### config.mk
export PLATFORM = sky130hd
export DESIGN_NAME = stt_cell
export DESIGN_NICKNAME = d
export VERILOG_FILES = /design/src/stt_pkg.sv /design/src/stt_cell.sv
export SDC_FILE = /design/constraint.sdc
export NUM_CORES = 1
export LEC_CHECK = 0
export ABC_AREA = 1
export BUFFER_PORTS_ARGS = -buffer_cell sky130_fd_sc_hd__buf_4
export CAP_MARGIN = 20
export CORE_ASPECT_RATIO = 0.9
export CORE_MARGIN = 5
export CORE_UTILIZATION = 41
export DETAILED_ROUTE_END_ITERATION = 12
export MAX_ROUTING_LAYER = met4
export PLACE_DENSITY = 0.75
export SKIP_LAST_GASP = 1
export SYNTH_ARGS = -nofsm -noshare
export SYNTH_HDL_FRONTEND = slang
export SYNTH_SLANG_ARGS = --single-unit
### constraint.sdc
create_clock -name clk -period 11.8 [get_ports clk]
set_input_delay 2.36 -clock clk [delete_from_list [all_inputs] [get_ports clk]]
set_output_delay 2.36 -clock clk [all_outputs]
set_load 0.02 [all_outputs]
### src/stt_pkg.sv
// stt_pkg: sizes, action and status codes and the word that travels along
// the cell chain of the symbol table. No dependencies.
`default_nettype none
package stt_pkg;

  localparam int ENTRIES = 32;
  localparam int IDX_W   = (ENTRIES > 1) ? $clog2(ENTRIES) : 1;
  localparam int CNT_W   = $clog2(ENTRIES + 1);
  localparam int HEAD_W  = 64;
  localparam int TAIL_W  = 8;
  localparam int VAL_W   = 32;
  localparam int LOC_W   = 6;

  localparam logic [1:0] ACT_CLEAR  = 2'd0;
  localparam logic [1:0] ACT_INSERT = 2'd1;
  localparam logic [1:0] ACT_MODIFY = 2'd2;
  localparam logic [1:0] ACT_SEARCH = 2'd3;

  localparam logic [1:0] ST_DONE = 2'd0;
  localparam logic [1:0] ST_FULL = 2'd1;
  localparam logic [1:0] ST_MISS = 2'd2;

  typedef struct packed {
    logic                     vld;
    logic [1:0]               action;
    logic [HEAD_W-1:0]        head;
    logic [TAIL_W-1:0]        tail;
    logic signed [VAL_W-1:0]  value;
    logic [CNT_W-1:0]         count;
    logic                     hit;
    logic [LOC_W-1:0]         loc;
    logic signed [VAL_W-1:0]  fval;
  } tok_t;

  function automatic logic [LOC_W-1:0] loc_of(input logic [IDX_W-1:0] idx);
    loc_of = LOC_W'(32'(idx) + 32'd1);
  endfunction

endpackage
`default_nettype wire

### src/stt_cell.sv
// stt_cell: one table entry and one stage of the lookup chain.
// Depends on stt_pkg.
`default_nettype none
module stt_cell (
  input  wire logic                        clk,
  input  wire logic                        rst_n,
  input  wire logic [stt_pkg::IDX_W-1:0]   idx_i,
  input  wire stt_pkg::tok_t               tok_i,
  output stt_pkg::tok_t                    tok_o
);

  logic [stt_pkg::HEAD_W-1:0]       head_r;
  logic [stt_pkg::TAIL_W-1:0]       tail_r;
  logic signed [stt_pkg::VAL_W-1:0] value_r;
  stt_pkg::tok_t                    tok_r;
  stt_pkg::tok_t                    tok_nxt;
  logic                             in_use;
  logic                             match;
  logic                             ins_here;

  assign in_use   = stt_pkg::CNT_W'(idx_i) < tok_i.count;
  assign match    = tok_i.vld && !tok_i.hit && in_use &&
                    (head_r == tok_i.head) && (tail_r == tok_i.tail) &&
                    ((tok_i.action == stt_pkg::ACT_MODIFY) ||
                     (tok_i.action == stt_pkg::ACT_SEARCH));
  assign ins_here = tok_i.vld && (tok_i.action == stt_pkg::ACT_INSERT) &&
                    (stt_pkg::CNT_W'(idx_i) == tok_i.count);

  always_comb begin
    tok_nxt = tok_i;
    if (match || ins_here) begin
      tok_nxt.hit = 1'b1;
      tok_nxt.loc = stt_pkg::loc_of(idx_i);
    end
    if (match && (tok_i.action == stt_pkg::ACT_SEARCH)) begin
      tok_nxt.fval = value_r;
    end
  end

  always_ff @(posedge clk) begin
    if (ins_here) begin
      head_r <= tok_i.head;
      tail_r <= tok_i.tail;
    end
    if (ins_here || (match && (tok_i.action == stt_pkg::ACT_MODIFY))) begin
      value_r <= tok_i.value;
    end
  end

  always_ff @(posedge clk) begin
    if (!rst_n) begin
      tok_r.vld <= 1'b0;
    end else begin
      tok_r.vld <= tok_nxt.vld;
    end
    tok_r.action <= tok_nxt.action;
    tok_r.head   <= tok_nxt.head;
    tok_r.tail   <= tok_nxt.tail;
    tok_r.value  <= tok_nxt.value;
    tok_r.count  <= tok_nxt.count;
    tok_r.hit    <= tok_nxt.hit;
    tok_r.loc    <= tok_nxt.loc;
    tok_r.fval   <= tok_nxt.fval;
  end

  assign tok_o = tok_r;

endmodule
`default_nettype wire

# Yosys cells after proc, flatten, opt, wreduce, memory -nomap -nowiden
# Cells that the tools add are included.
classes:
  n_addsub: 1
  n_lt_le_gt_ge: 1
  eq_ne: 6
  n_mux: 2
  reduce_logical: 13
op_table:
  columns: ["cell", "n"]
  rows:
  - ["equality test 64 bit", 1]
  - ["two-way mux 32 bit", 1]
  - ["logical AND 1 bit", 9]
  - ["equality test 8 bit", 1]
  - ["adder 5 x 1 -> 6 bit (second input constant)", 1]
  - ["equality test 5 x 6 -> 1 bit", 1]
  - ["< comparator 5 x 6 -> 1 bit", 1]
  - ["two-way mux 6 bit", 1]
  - ["equality test 2 bit (second input constant)", 2]
  - ["logical OR 1 bit", 3]
  - ["equality test 2 x 1 -> 1 bit (second input constant)", 1]
  - ["logical NOT 1 bit", 1]
totals:
  ff_bits: 256
  out_inout_bits: 152
  elab_cells: 35

# Longest topological paths before layout
# Gate-level depths: netlist of run 1.
logic_depth:
  ltp_word: 8
  mapped_depth: 14

# Worst setup path after synthesis of run 1
# OpenSTA, ideal clock, no wires.
synth_path:
  kind: "input -> register"
  from: "input tok_i[43] (netlist bit)"
  to: "register value_r[0] (netlist bit), enable pin"
  setup_ps: 466
  arrival_time_ps: 8733
  t_required_ps: 11334
  path_slack_ps: 2602
  stages: 8
  n_path_buf: 0
  cell_sequence: "inv_1 > ha_1 > inv_1 > nor2_1 > nand3_1 > nor4_2 > inv_2 > o21ai_0"
synth_between:
  word_cells_on_any_way: 9
synth_rtl:
  columns: ["element", "line_no", "rtl"]
  rows:
  - ["start: declaration", "stt_cell.sv:8", "input wire stt_pkg::tok_t tok_i,"]
  - ["equality test 5 x 6 -> 1 bit", "stt_cell.sv:27", "(stt_pkg::CNT_W'(idx_i) == tok_i.count);"]
  - ["logical AND 1 bit", "stt_cell.sv:26", "assign ins_here = tok_i.vld && (tok_i.action == stt_pkg::ACT_INSERT) &&"]
  - ["named net ins_here", "stt_cell.sv:19", "logic ins_here;"]
  - ["logical OR 1 bit", "stt_cell.sv:45", "if (ins_here || (match && (tok_i.action == stt_pkg::ACT_MODIFY))) begin"]
  - ["end signal: assignment", "stt_cell.sv:46", "value_r <= tok_i.value;"]
  - ["end: declaration", "stt_cell.sv:14", "logic signed [stt_pkg::VAL_W-1:0] value_r;"]
# The timed path passes the listed nets, and every way through them passes these cells.
# A chain may end at the register's enable or synchronous reset.

# Worst setup path after layout of run 1
layout_path:
  from: "input idx_i[4] (netlist bit)"
  to: "register value_r[7] (netlist bit), enable pin"
layout_between:
  word_cells_on_any_way: 9
layout_rtl:
  columns: ["element", "line_no", "rtl"]
  rows:
  - ["start: declaration", "stt_cell.sv:7", "input wire logic [stt_pkg::IDX_W-1:0] idx_i,"]
  - ["equality test 5 x 6 -> 1 bit", "stt_cell.sv:27", null]
  - ["logical AND 1 bit", "stt_cell.sv:26", null]
  - ["named net ins_here", "stt_cell.sv:19", null]
  - ["logical OR 1 bit", "stt_cell.sv:45", null]
# The timed path passes the listed nets, and every way through them passes these cells.

==> metrics.yaml, run 1 <==
synth_area_um2: 9210
p_per_area_nw_per_um2: 153
cts_buffer_depth: 3
tns_ns: 0
slew-limit-headroom: 0.336
start_util: 0.413
cts.sinks: 256
hold_viol_final: 0
drt-wirelength-per-cell_um: 16.5
synth_top_area_share: 0.339
dieArea_um2: 25600
path_class: "in -> reg"
htree_levels: 1
ioPinCount: 311
status: "completed"
post-route-min-period_ns: 4.65
die_y_um: 152
dp_hpwl_mm: 20.0
cts_tree: "yes"
drcViolationCount: 0
antenna_found_initial: 0
viasPerCell: 4.57
crit_required_ns: 11.97
syn_to_final_growth_pct: 37.5
ys_warn_count: 0
crit_arrival_ns: 4.83
port_buffers: 310
grt_first_pass_wirelength_mm: 39.4
synthTopCellsByArea: "edfxtp_1 34%, dfxtp_1 33%, nand2_1 13%, inv_1 5.7%, nor2_1 3.2%"
gp_congestion: 0.938
cts_buffers: 26
cts-resized-gates: 0
cts_setup_buffers: 0
synth_nets: 1098
overflow: 0
grt_pass1_vias: 7226
slew_violations: 0
first_iter_violations: 527
drtAntennaViolNets: 0
drv_cap: 0
power_leakage_uw: 0.00619
n_antenna_cell: 0
std_cell_rows: 52
nFillCells: 1947
hold_buffers: 0
ys_ff_latch: 256
period_share: 0.394
hp-class: "reg -> reg"
p_total_uw: 1940
clkTransAtPathRegs_ns: 0.06
synth_area_per_cell_um2: 9.88
drive_above_1_share: 0.290
setup_violations: 0
peakVddDrop_uv: 127
yosysTopAreaCell: "edfxtp_1"
tightestPinTransition_ns: 0.997
core-area_um2: 22300
die_w_um: 168
grt_use_total: 0.200
fin_nets: 1425
ys_types: 29
fin_worst_skew_ns: 0.00897
critPathMaxFanout: 73
clock.fmax_mhz: 215
grt_max_degree: 74
clock_latency_ns: 0.53
wirelength_mm: 26.0
ys_seq_area_frac: 0.669
critical_path.endpoint_type: "flop"
critPathLaunchType: "input port"
root_buffer: "clkbuf_16"
synth_cells: 933
grt_setup_unrepaired: "false"
vias: 7209
dr.pass1.iters: 6
report_power, final:
| part | internal (uW) | switching [uW] |
|---|---|---|
| Sequential | 949 | 7.97 |
| Clock | 457 | 340 |
| Combinational | 85.2 | 105 |
| Total | 1490 | 453 |
routing by layer:
metal  up-vias  global-route usage  routed length (um)
met1      3324               0.262               11200
met3        53              0.0337                1600
met2       255               0.321               12300
li1       3577                   -                   -
met5         -                   -                   0
met4         0              0.0591                 837
kinds of logic after synthesis:
logic type	share of synthesized area
AO/OA/AOI/OAI	0.0118
XOR/XNOR	0.0266
adder cells (fa/ha/maj)	0.00815
buffers and inverters	0.0702
flip-flops	0.669
AND/OR/NAND/NOR	0.214
worst paths after layout:
path,from,endpoint,slack (ns),cells past startpoint
hold / removal,value_r[2],tok_o[2],0.48,2
setup / recovery,idx_i[4],value_r[7],7.15,10
setup reg to reg,head_r[45],value_r[7],9.16,10
hold reg to reg,value_r[2],tok_o[2],0.48,2
placed cells by master, fill, tap and decap left out, types with 3 or more instances in the layout:
| cell | count |
|---|---|
| ha_1 | 6 |
| clkbuf_8 | 4 |
| o21ai_0 | 10 |
| nor2_1 | 79 |
| clkbuf_1 | 8 |
| dfxtp_1 | 152 |
| nand3_1 | 21 |
| nand4_1 | 40 |
| xnor2_1 | 21 |
| nor2_4 | 3 |
| clkinvlp_4 | 3 |
| edfxtp_1 | 104 |
| buf_4 | 312 |
| o21ai_1 | 7 |
| xor2_1 | 7 |
| clkinv_2 | 3 |
| inv_2 | 4 |
| nand2_1 | 309 |
| clkbuf_16 | 26 |
| inv_1 | 139 |
worst max-delay path, cell delays in order:
cell	delay (ns)
buf_4	0.11
ha_1	0.26
inv_1	0.04
nor2_1	0.15
nand3_1	0.20
nor4_4	0.17
buf_4	0.75
inv_2	0.24
o21ai_2	0.11
buf_4	0.40
layout make-up:
cell class,count,area (um^2),share of cell area
Sequential cell,256,6170,0.487
Multi-Input combinational cell,519,2410,0.190
Clock inverter,10,98.8,0.00780
Tap cell,297,372,0.0293
Inverter,145,544,0.0430
Timing Repair Buffer,312,2340,0.185
Clock buffer,38,736,0.0581
synth_stat cells (all sizes together):
library cell	count
ha	6
clkinv	2
nand3	23
xor2	7
inv	143
nand4	41
dfxtp	152
or2	2
nor2b	1
nor2	84
nand2	311
o21ai	18
edfxtp	104
nor4	1
nor3	1
a21oi	2
buf	13
xnor2	21
a22o	1
registers in the layout (all words and copies together), names as in the netlist:
name,count
head_r,64
tok_o,152
tail_r,8
value_r,32
per-stage QoR:
stage                      util  setup WS, ns  instance area (um^2)  instances  hold slack (ns)
after detailed placement  0.530          6.53                 11800       1529            0.473
after global placement    0.530          6.60                 11800       1529            0.464
final                     0.568          7.15                 12700       1577            0.484
after CTS                 0.568          7.08                 12700       1577            0.486
after global routing      0.568          6.96                 12700       1577            0.519
after floorplan               -          2.60                  9210        933            0.461
No activity file was read; power rests on OpenSTA's default activity.
==> run 2, diff against run 1 <==
PLACE_DENSITY = 0.78   (was 0.75)
clock period = 3.73 ns   (was 11.8 ns; I/O delays follow)
==> run 2 against run 1 <==
Against the previous run:
- core utilization grew 0.83 points
- combinational power increased to 3.2 times the previous value
- die area stayed put
- routed wire length increased by 0.38%
- register-to-register slack got worse by 8.0 ns
- sequential power rose to 3.2 times the previous value
- count of clock-buffer cells in the layout fell by 8
- critical path type is now reg -> reg
- critical endpoint is now tok_o[27]
- largest cell class unchanged
==> metrics.yaml, run 2 (same netlist as run 1, synthesis figures left out) <==
vias: 7232
cts_tree: "yes"
post-route-min-period_ns: 2.55
setup_violations: 0
port_buffers: 310
overflow: 0
first_iter_violations: 568
syn_to_final_growth_pct: 39.5
die_y_um: 152
ff2ff_path_depth: 11
n_antenna_cell: 0
peakVddDrop_uv: 408
cts.sinks: 256
die_w_um: 168
pre_cts_slack_ns: 0.724
fin_worst_skew_ns: 0.0185
ioPinCount: 311
hold_buffers: 0
cts_setup_buffers: 0
root_buffer: "clkbuf_16"
drcViolationCount: 0
std_cell_rows: 52
grt_use_total: 0.202
holdWs_ns: 0.330
dp_hpwl_mm: 19.8
critPathLaunchType: "flop"
fin_nets: 1426
final_common_cell: "buf_4"
slew_violations: 0
path_class: "reg -> reg"
hp-class: "in -> reg"
layout_setup_ws_ns: 1.18
gp_congestion: 0.878
grt_pass1_vias: 7327
cts_buffer_depth: 3
start_util: 0.413
core-area_um2: 22300
holdPathStages: 1
critical_path.endpoint_type: "flop"
slew-limit-headroom: 0.501
dieArea_um2: 25600
largest_reg_flops: 152
grt_first_pass_wirelength_mm: 39.9
p_per_area_nw_per_um2: 504
clkTransAtPathRegs_ns: 0.06
drv_cap: 0
period_share: 0.684
clock_latency_ns: 0.53
clock.fmax_mhz: 392
tightestPinTransition_ns: 0.747
wirelength_mm: 26.1
crit_required_ns: 4.14
dr.pass1.iters: 5
drive_above_1_share: 0.298
grt_setup_unrepaired: "false"
critPathMaxFanout: 33
cts_buffers: 26
grt_max_degree: 73
power_leakage_uw: 0.00626
htree_levels: 1
drt-wirelength-per-cell_um: 16.5
drtAntennaViolNets: 0
status: "completed"
antenna_found_initial: 0
final_cell_mix: "312 x buf_4, 309 x nand2_1, 152 x dfxtp_1"
crit_arrival_ns: 2.96
viasPerCell: 4.58
cts-resized-gates: 0
hold_viol_final: 0
## run 2: changes by cell type in the layout (fill, tap and decap cells not counted), moves of 2 or more
cell       previous run  this run
bufinv_16             1         5
clkbuf_1              8         1
clkbuf_16            26        29
clkbuf_8              4         0
clkinv_1              2         4
clkinv_2              3         6
inv_1               139       137
## run 2: path summary, 6_finish.rpt
kind                to  slack, ns  startpoint
max reg2reg  tok_o[27]       1.18   tail_r[7]
min          tok_o[53]       0.33   tok_i[53]
max          tok_o[27]       1.18   tail_r[7]
min reg2reg   tok_o[0]       0.48  value_r[0]
## run 2: metal layers
layer  vias up  track usage  part of all wire
met5         -            -                 0
met3        53       0.0405             0.076
met2       290        0.322              0.48
met1      3311        0.261              0.42
li1       3578            -                 -
met4         0       0.0611             0.031
## run 2: area by class of cell
class | instances | area [um^2]
clock buffer | 30 | 729
fill | 1866 | 9460
inverter | 145 | 557
clock inverter | 18 | 225
timing repair buffer | 313 | 2360
multi-input combinational | 519 | 2450
sequential | 256 | 6170
tap | 297 | 372
## run 2: stage by stage
step,util,cell area [um^2],TNS (ns),total power (uW),instances
after floorplan,-,9270,-66.93,3330,933
after global placement,0.533,11900,0,3680,1530
after detailed placement,0.533,11900,0,3690,1530
after CTS,0.576,12900,0,6540,1578
after global routing,0.576,12900,0,6720,1578
final,0.576,12900,0,6480,1578
## run 2: power breakdown
group | total [uW] | switching, uW | internal (uW)
registers | 3030 | 25.7 | 3000
logic | 605 | 333 | 272
clock network | 2850 | 1100 | 1750
total | 6480 | 1460 | 5020
## run 2: worst max-delay path: stages, from the launching register on
cell and delay, ns:
edfxtp_1 0.41, nand2_1 0.12, nand2_1 0.10, nor2_1 0.10
nand2_1 0.07, nor2_1 0.22, nand2_2 0.13, nor2_8 0.11
buf_4 0.36, nand4_4 0.51, nand2_1 0.21, nand2_1 0.07
